<file path="config.mk">
export PLATFORM = sky130hd
export DESIGN_NAME = rgm_front
export DESIGN_NICKNAME = d
export VERILOG_FILES = /design/src/hdl/rgm_pkg.sv /design/src/hdl/rgm_front.sv
export VERILOG_INCLUDE_DIRS = /design/src /design/src/hdl
export SDC_FILE = /design/constraint.sdc
export NUM_CORES = 1
export LEC_CHECK = 0
export BUFFER_PORTS_ARGS = -buffer_cell sky130_fd_sc_hd__buf_2
export CORE_MARGIN = 2
export CORE_UTILIZATION = 50
export DETAILED_ROUTE_END_ITERATION = 10
export GPL_TIMING_DRIVEN = 0
export PLACE_DENSITY = 0.74
export SLEW_MARGIN = 10
export SYNTH_ARGS = -nofsm -noshare
export SYNTH_HDL_FRONTEND = slang
export SYNTH_SLANG_ARGS = --single-unit
</file>
<file path="constraint.sdc">
create_clock -name clk -period 4.2 [get_ports clk]
set_input_delay 0.84 -clock clk [delete_from_list [all_inputs] [get_ports clk]]
set_output_delay 0.84 -clock clk [all_outputs]
set_load 0.02 [all_outputs]
</file>
<file path="src/hdl/assert_macros.svh">
// assertion macros shared by the rtl files
`ifndef ASSERT_MACROS_SVH
`define ASSERT_MACROS_SVH

`ifndef ASSERT_OFF
// implication or plain property checked on every clock outside reset
`define RGM_ASSERT(lbl, prop) \
	lbl: assert property (@(posedge clk) disable iff (!arst_n) prop) \
		else $error("rgm assertion failed");
// condition that must never be seen outside reset
`define RGM_NEVER(lbl, cond) \
	lbl: assert property (@(posedge clk) disable iff (!arst_n) !(cond)) \
		else $error("rgm forbidden condition");
`else
`define RGM_ASSERT(lbl, prop)
`define RGM_NEVER(lbl, cond)
`endif

`endif

</file>
<file path="src/hdl/rgm_pkg.sv">
package rgm_pkg;

	localparam int DEF_CHANNELS   = 4;
	localparam int DEF_FRAC_BITS  = 20;

	localparam int SAMPLE_W      = 24;
	localparam int SAMPLE_INPUTS = 4;
	localparam int BLOCKS_W      = 16;
	localparam int POS_W         = 10;
	localparam int LOG2_W        = 4;
	localparam int GAIN_W        = 42;
	localparam int LO_W          = 21;
	localparam int HI_W          = GAIN_W - LO_W;
	localparam int PROD_W        = 46;
	localparam int ACC_W         = 64;
	localparam int QUEUE_DEPTH   = 4;

	localparam logic [LOG2_W-1:0] LOG2_RESET = 4'd6;
	localparam logic [LOG2_W-1:0] MAX_LOG2   = 4'd10;

	localparam logic signed [ACC_W-1:0] OUT_MAX = 64'sd8388607;
	localparam logic signed [ACC_W-1:0] OUT_MIN = -64'sd8388608;

	localparam logic OP_FRAME = 1'b0;
	localparam logic OP_RAMP  = 1'b1;

	typedef struct packed {
		logic                                      is_ramp;
		logic [1:0]                                channel;
		logic [SAMPLE_W-1:0]                       target;
		logic [BLOCKS_W-1:0]                       blocks;
		logic [SAMPLE_INPUTS-1:0][SAMPLE_W-1:0]    samples;
		logic [SAMPLE_INPUTS-1:0]                  present;
	} item_t;

	typedef enum logic [2:0] {
		ST_IDLE,
		ST_CH,
		ST_DIV,
		ST_BLK,
		ST_MLO,
		ST_MHI,
		ST_ACC,
		ST_FIN
	} back_state_t;

endpackage

</file>
<file path="src/hdl/rgm_front.sv">
`include "assert_macros.svh"

module rgm_front #(
	parameter int CHANNELS = rgm_pkg::DEF_CHANNELS
) (
	input  logic          clk,
	input  logic          arst_n,
	input  logic          in_valid,
	output logic          in_stall,
	input  rgm_pkg::item_t in_item,
	output logic          q_valid,
	output rgm_pkg::item_t q_item,
	input  logic          q_pop
);

	localparam int PTR_W = $clog2(rgm_pkg::QUEUE_DEPTH);
	localparam int CNT_W = $clog2(rgm_pkg::QUEUE_DEPTH + 1);

	rgm_pkg::item_t      mem_q [rgm_pkg::QUEUE_DEPTH];
	logic [PTR_W-1:0]    wr_ptr_q;
	logic [PTR_W-1:0]    rd_ptr_q;
	logic [CNT_W-1:0]    count_q;
	logic                keep;
	logic                push;
	logic                pop;

	// set-ramp items for missing channels are dropped here
	assign keep     = (in_item.is_ramp == rgm_pkg::OP_FRAME) ||
		(32'(in_item.channel) < CHANNELS);
	assign in_stall = (count_q == CNT_W'(rgm_pkg::QUEUE_DEPTH));
	assign push     = in_valid && !in_stall && keep;
	assign pop      = q_pop && q_valid;
	assign q_valid  = (count_q != '0);
	assign q_item   = mem_q[rd_ptr_q];

	always_ff @(posedge clk) begin
		if (push) begin
			mem_q[wr_ptr_q] <= in_item;
		end
	end

	always_ff @(posedge clk or negedge arst_n) begin
		if (!arst_n) begin
			wr_ptr_q <= '0;
			rd_ptr_q <= '0;
			count_q  <= '0;
		end else begin
			if (push) begin
				wr_ptr_q <= wr_ptr_q + 1'b1;
			end
			if (pop) begin
				rd_ptr_q <= rd_ptr_q + 1'b1;
			end
			if (push && !pop) begin
				count_q <= count_q + 1'b1;
			end else if (pop && !push) begin
				count_q <= count_q - 1'b1;
			end
		end
	end

	`RGM_NEVER(a_queue_bound, count_q > CNT_W'(rgm_pkg::QUEUE_DEPTH))

endmodule

</file>
==> impl_summary.md, run 1 <==
Detailed routing
The highest metal layer carrying signal wires in the routed design is met5. The routed length on met3 is 2.944 mm. The final layout contains routed wiring with a total length of just over 40 mm. For this block, wires on met1 add up to between 15 and 20 mm. For this run, the detailed router's first-pass iteration total came to 7. The DRC violation count after routing is 0. The via density per instance is around 5.5. The routed length per instance is around 23 um. Wire segments on met2 add up to 20.00 mm in the final route. The first-iteration detailed-routing DRC count is roughly 650. In this run the remaining antenna-violating nets after routing total 0. The routed layout has 9,441 vias.

Worst setup path
The worst setup path is captured at an output pin. In this run the worst setup path begins at rd_ptr_q[1]. The worst setup path is of the reg -> out kind. The data arrival time at the worst-slack endpoint is about 2.5 ns.

For the worst setup path, the data required time is 3.36 ns. In this run the worst path has a maximum fanout of 10. The startpoint of the worst-slack reg-to-reg timing path is count_q[0]. The type of element launching the critical path is a flop.

Clock network
The number of cells upsized or downsized after cts is 0. The clock tree root buffer cell is sky130_fd_sc_hd__clkbuf_16. The TritonCTS clock tree is done. The count of hold buffers inserted by post-cts repair is 0. The post-CTS repair timing setup buffer count is 0. The depth of the CTS H-tree is 2. For this design, the sink count on the clock tree is 579.

The later pin in the worst-skew pair is clocked with a latency of ~0.58 ns. The clock slew seen by the registers of the worst setup and hold paths is 0.06 ns. No sink is reached through more buffers than the 3 on the longest clock path. The CTS buffer count is between 50 and 60.

Floorplanning
The core footprint is about 42,000 um^2. The die covers 43,660 um^2. The initial cell density of the core is a little over 50%. just under 300 I/O pins were placed. After floorplanning, the core was divided into 75 placement rows.

The die boundary width is roughly 210 um. The die outline height is around 210 um.

Timing
For the pin with the worst max-slew slack, the measured transition is slightly below 0.8 ns. On the final layout, the worst hold slack is 0.08911 ns. The count of final setup violators is 0.

The setup clock skew after layout is 0.007833 ns. The share of the clock period used by the worst path after layout is approximately four fifths. Setup repair after global routing left no endpoint under its margin. Based on the critical path, the design can be clocked at up to 304.1 MHz. The number of slew-limit violations in the final report is 0. The total count of hold-check failures in the final report is 0.

The smallest clock period supported by the final layout is computed as approximately 3.3 ns. The worst slew margin relative to its limit is 48.19%.

Global routing
The maximum number of pins on one net before global-route repair is 49. The number of antenna violations at the first check in global routing is 8. The first global-routing pass estimated a little over 60 mm of wire. Global routing used between 10% and 20% of the available tracks. The via count of the first global-routing pass is 9,946. The total global routing overflow is 0.

Placement
The cell count after placement is around 1,600. Port buffering added slightly below 300 buffers. The HPWL after detailed placement is between 20 and 30 mm. The final weighted congestion in routability-driven placement is between 0.7 and 0.8.

Pwr
For this design the ratio of total power to cell area is between 700 and 800 nW/um^2. The standby leakage power is approximately 8.6 nW. VDD sags by at most 0.0004534 V.

Synthesis
After synthesis, flip-flops and latches occupy between 80% and 90% of the total area. The total nets after synthesis is 935. The number of distinct standard cells referenced by the synthesized netlist is 20.

The cell count after synthesis is roughly 800. The cell type contributing the most total cell area after synthesis is sky130_fd_sc_hd__edfxtp_1. The area share of the largest cell type after synthesis is about four fifths. The mean cell area of the mapped netlist is 26.86 um^2. For this run, the number of Yosys warnings is 0. In the post-synthesis netlist, the biggest area contributors are sky130_fd_sc_hd__edfxtp_1 (82%), sky130_fd_sc_hd__mux4_2 (15%), sky130_fd_sc_hd__dfrtp_1 (0.83%), sky130_fd_sc_hd__buf_2 (0.43%), sky130_fd_sc_hd__buf_6 (0.38%). The post-synthesis instance area is approximately 21,000 um^2.

The synthesized design contains between 500 and 600 register bits.

Finish
Leaving out fill and tap cells, the most frequent cell in the layout is sky130_fd_sc_hd__edfxtp_1. The number of standard cells in the final layout excluding fillers is approximately 1,700. At the end of the flow the core is filled with cells to between 60 and 70%.

Cells with a size suffix above 1 make up 46.25% of the layout. The area growth from synthesis to layout is 19.98%. In the final design database the tool counted 1,296 nets. Leaving out fill and tap cells, the most frequent cells in the layout are sky130_fd_sc_hd__edfxtp_1 (572), sky130_fd_sc_hd__buf_2 (309), sky130_fd_sc_hd__mux4_2 (143).

Outcome
The flow ran to the end, and the final reports show no timing, DRC or antenna violations.

Worst hold path
The path category of the worst min-delay check is in -> async.

Job
The number of max-cap violations is 0.
-- synthesized netlist by cell type --
cell and number:
sky130_fd_sc_hd__ha_1 5, sky130_fd_sc_hd__nand3_1 1, sky130_fd_sc_hd__nand2_1 1, sky130_fd_sc_hd__inv_1 3, sky130_fd_sc_hd__buf_2 18, sky130_fd_sc_hd__mux4_2 143
sky130_fd_sc_hd__buf_6 7, sky130_fd_sc_hd__nor2b_1 1, sky130_fd_sc_hd__fa_1 1, sky130_fd_sc_hd__mux2_2 2, sky130_fd_sc_hd__or3_1 1, sky130_fd_sc_hd__dfrtp_1 7
sky130_fd_sc_hd__nor2_1 1, sky130_fd_sc_hd__xor2_1 2, sky130_fd_sc_hd__nor3b_1 1, sky130_fd_sc_hd__buf_4 1, sky130_fd_sc_hd__xnor2_1 4, sky130_fd_sc_hd__edfxtp_1 572
sky130_fd_sc_hd__and2_1 4, sky130_fd_sc_hd__clkbuf_1 7
-- final timing paths --
kind / endpoint / slack, ns / cells after the start
setup / recovery: q_item[103] / 0.91 / 5
hold / removal: count_q[1] / 0.09 / 1
setup reg to reg: mem_q[0][56] / 2.00 / 6
hold reg to reg: count_q[2] / 0.48 / 1
max in group asynchronous: rd_ptr_q[0] / 3.94 / 1
min in group clk: mem_q[2][37] / 0.47 / 1
-- state kept, by name, indices dropped and copies added, names as in the netlist --
register  flops
mem_q       572
wr_ptr_q      2
count_q       3
rd_ptr_q      2
-- worst max-delay path, cell delays in order (launching register included) --
cell                      delay, ns
sky130_fd_sc_hd__dfrtp_1       0.32
sky130_fd_sc_hd__buf_2         0.28
sky130_fd_sc_hd__buf_2         0.37
sky130_fd_sc_hd__buf_2         0.36
sky130_fd_sc_hd__mux4_2        0.36
sky130_fd_sc_hd__buf_2         0.18
-- per-layer routing --
layer  up-vias  global-route usage, %
li1       4120                      -
met1      4951                  24.57
met2       289                  30.29
met3        69                  5.696
met4        12                  5.246
met5         -                      0
-- cell type report --
cell class,count,area (um^2)
inverter,3,11.26
clock inverter,33,255.2
tap,539,674.4
sequential,579,17350
clock buffer,69,1471
timing repair buffer,303,1779
antenna,2,5.005
fill,2883,16470
multi-input combinational,167,3446
buffer,33,202.7
-- metrics by stage --
stage / cell area (um^2) / total power, mW / worst slack, ns / TNS [ns]
floorplan: 21010 / 12.08 / 0.8785 / 0
global placement: 23140 / 14.12 / -0.6545 / -353.39
detailed placement: 23470 / 14.28 / 1.435 / 0
CTS: 25190 / 19.03 / 0.7927 / 0
global route: 25190 / 19.55 / 0.7355 / 0
finish: 25200 / 18.74 / 0.9116 / 0
-- kinds of logic (layout without fill, tap and decap cells) --
kind of cell  after synthesis  count (layout)  synth area share, %
xor+xnor                    6               6               0.2502
fa+ha+maj                   6               6               0.3932
buf+inv                    36             441                1.019
flops                     579             579                82.62
mux                       145             145                15.44
other cells                 0               2                    0
simple gates               10              10               0.2740
-- power breakdown --
part           internal, mW  switching (mW)  total, mW
Clock                  2.72            1.99       4.71
Combinational          2.48            3.69       6.17
Sequential             7.62           0.232       7.85
Note: power is estimated with default switching activity, not from simulation.
==> run 2, diff against run 1 <==
PLACE_DENSITY = 0.71   (was 0.74)
clock period = 3.2 ns   (was 4.2 ns; I/O delays follow)
==> run 2 against run 1 <==
Compared with the run above:
- power rose by 29%
- clock skew rose by 0.0061 ns
- routed wire length fell by 0.29%
- highest routed layer unchanged
- non-clock buffer count rose by 1
- die area did not move
- combinational power rose by 31%
- cell count did not move
- sequential power rose by 31%
==> impl_summary.md, run 2 (synthesis results as in run 1) <==
Worst hold path
The path category of the worst min-delay check is in -> reg.

Timing
The number of slew-limit violations in the final report came to 0 (unchanged). The worst-case setup margin in the final layout is 0.1596 ns (-0.7520 ns). The worst slew margin relative to its limit is 51.28% (+3.1 points). The transition time at the pin with the least slew margin is 0.7308 ns (-0.04644 ns). The count of final setup violators is 0 (unchanged).

Setup repair after global routing left no endpoint under its margin. The minimum hold slack is 0.2579 ns (+0.1688 ns). The maximum operating frequency is approximately 330 MHz. Counting I/O delays and the setup requirement, the final critical path takes around 3.0 ns.

The total count of hold-check failures in the final report came to 0 (unchanged). The share of the clock period used by the worst path after layout is 95.01%. The setup clock skew after layout was 0.01392 ns (+0.006087 ns).

Global routing
The number of antenna violations at the first check in global routing is 9 (+1). The via count of the first global-routing pass is 9,893 (-0.53%). The total global routing overflow is 0 (unchanged).

The maximum number of pins on one net before global-route repair came to 45 (-8.2%). The global-route wire length before repair came to 59.86 mm (-1.1%). The global routing usage summed across all routing layers is 18.64% (+0.053 points).

Worst setup path
The element type at the critical path end is an output pin. STA classifies the critical path startpoint as a flop. The worst register-to-register path ends at mem_q[0][79].

The startpoint of the worst-slack reg-to-reg timing path is count_q[2]. The data required time at the worst endpoint was 2.56 ns (-0.80 ns). The data arrival time at the worst-slack endpoint came to 2.40 ns (-0.05 ns). The biggest fanout along the worst timing path is 10 (unchanged). The register-to-register path setup slack is 0.78 ns (-1.22 ns). The depth of the worst register-to-register path came to 6 (unchanged).

The class of the most critical setup path is reg -> out. The critical path ends at q_item[54]. The most critical setup path has its startpoint at rd_ptr_q[1].

Detailed routing
The remaining number of nets flagged by the antenna check after routing came to 0 (unchanged). The via density per instance came to 5.441 (-0.41%). The first-iteration detailed-routing DRC count is 607 (-6.3%). The total wire length after detailed routing is 40.15 mm (-0.29%).

The total iterations of the first detailed-routing run is 4 (-3). The routed length per instance is 23.24 um (-0.29%). The total number of vias is 9,402 (-0.41%). The DRC violation count after routing came to 0 (unchanged).

Clock network
The clock latency of the later-clocked register in the worst-skew pair is 0.59 ns (about the same). CTS placed an instance of sky130_fd_sc_hd__clkbuf_16 at the clock tree root. The post-CTS repair timing setup buffer count is 0 (unchanged).

The clock slew seen by the registers of the worst setup and hold paths is 0.06 ns (about the same). The number of buffers between clock root and the deepest sink is 3 (unchanged). The number of sinks handled by clock tree synthesis is 579 (unchanged). The depth of the CTS H-tree is 2 (unchanged).

The CTS buffer count came to 56 (unchanged). TritonCTS built the clock tree.

Finish
From synthesis to final layout, the design area changed by 19.43%. The largest registers in the layout are mem_q x572, count_q x3. The end-of-flow core utilization came to 60.20% (-0.27 points).

The number of nets in the finished design is 1,297 (+0.077%). The commonest non-fill, non-tap cell in the layout is sky130_fd_sc_hd__edfxtp_1. The share of cells above drive strength 1 came to 46.50% (+0.25 points).

The sequential cell area was 17,350 um^2 (unchanged). The number of flip-flops under the largest register name is 572 (unchanged). The cell area after layout came to 25,080 um^2 (-0.45%). Ranked by flip-flop count, first place goes to mem_q.

The footprint of the multi-input gates came to 3446 um^2 (unchanged). In the layout the commonest cells are sky130_fd_sc_hd__edfxtp_1 (572), sky130_fd_sc_hd__buf_2 (308), sky130_fd_sc_hd__mux4_2 (143). The number of fillers in the final layout is 2,954 (+2.5%).

Outcome
The run finished with clean final reports.

Pwr
The standby leakage power is 8.535 nW (-0.75%). The largest vdd supply drop is 0.0006371 V (+41%). The total power per unit cell area is 965.4 nW/um^2 (+30%).

Floorplanning
The die outline height was 208.9 um (unchanged). The core footprint came to 41,670 um^2 (unchanged). The I/O pin count was 292 (unchanged). The count of standard-cell rows is 75 (unchanged). The initial cell density of the core is 50.41% (unchanged). The die area is 43,660 um^2 (unchanged). The die boundary width is 208.9 um (unchanged).

Placement
The count of buffers from port buffering is 291 (unchanged). The cell area reported after detailed placement is 23,440 um^2 (about the same). The sum of net half-perimeters after detailed placement was 25.85 mm (+2.1%). The final weighted congestion in routability-driven placement came to 0.6936 (-2.4%). The worst slack at placement came to 0.5874 ns (-0.8475 ns).

Job
The number of max-cap violations came to 0 (unchanged).
-- run 2: cell types whose count changed in the layout (fill, tap and decap cells not counted), moves of 2 or more --
cell / previous run / this run
sky130_fd_sc_hd__bufinv_16: 4 / 0
sky130_fd_sc_hd__buf_12: 1 / 4
sky130_fd_sc_hd__clkinvlp_4: 0 / 4
sky130_fd_sc_hd__clkinv_1: 19 / 12
sky130_fd_sc_hd__diode_2: 2 / 4
sky130_fd_sc_hd__clkbuf_1: 19 / 21
sky130_fd_sc_hd__buf_16: 11 / 8
sky130_fd_sc_hd__clkinv_2: 7 / 11
-- run 2: layout make-up --
type,instances,area share (%)
antenna,4,0.03991
multi-input combinational,167,13.74
clock inverter,28,0.5537
tap,539,2.689
timing repair buffer,304,7.043
inverter,3,0.04489
buffer,33,0.8181
clock buffer,71,5.896
sequential,579,69.18
-- run 2: worst max-delay path, stage by stage, from the launching register on --
cell	delay, ns
sky130_fd_sc_hd__dfrtp_1	0.31
sky130_fd_sc_hd__buf_2	0.29
sky130_fd_sc_hd__clkbuf_1	0.60
sky130_fd_sc_hd__mux4_2	0.41
sky130_fd_sc_hd__buf_2	0.18
-- run 2: worst min path at each step --
stage,startpoint,end,cells past startpoint
global placement,count_q[2],count_q[2],1
floorplan,arst_n,count_q[0],0
detailed placement,arst_n,count_q[2],1
global route,in_item[29],mem_q[1][29],1
CTS,in_item[112],mem_q[1][112],1
finish,in_item[2],mem_q[0][2],1
-- run 2: layer usage --
metal / GRT usage (%) / wire, um / vias to the layer above
met2: 30.47 / 20040 / 277
li1: - / - / 4130
met5: 0 / 52 / -
met4: 6.059 / 886 / 8
met3: 5.350 / 2995 / 68
met1: 24.46 / 16180 / 4919
-- run 2: where the power goes --
part	total [mW]	switching, mW	internal (mW)
Sequential	10.3	0.308	10.0
Combinational	8.08	4.84	3.24
Clock	5.82	2.58	3.25
-- run 2: repair_timing --
action | CTS | global route
gates resized for setup | 1 | 0
endpoints found under the hold margin | 7 | 0
hold buffers | 1 | 0
endpoints found under the setup margin | 17 | 0
-- run 2: metrics by stage --
| stage | instances | TNS, ns | power [mW] |
|---|---|---|---|
| after global routing | 1724 | 0 | 25.30 |
| after detailed placement | 1624 | 0 | 18.72 |
| after global placement | 1612 | -798.80 | 18.53 |
| after floorplan | 782 | 0 | 15.85 |
| after CTS | 1724 | 0 | 24.61 |
| final | 1728 | 0 | 24.21 |
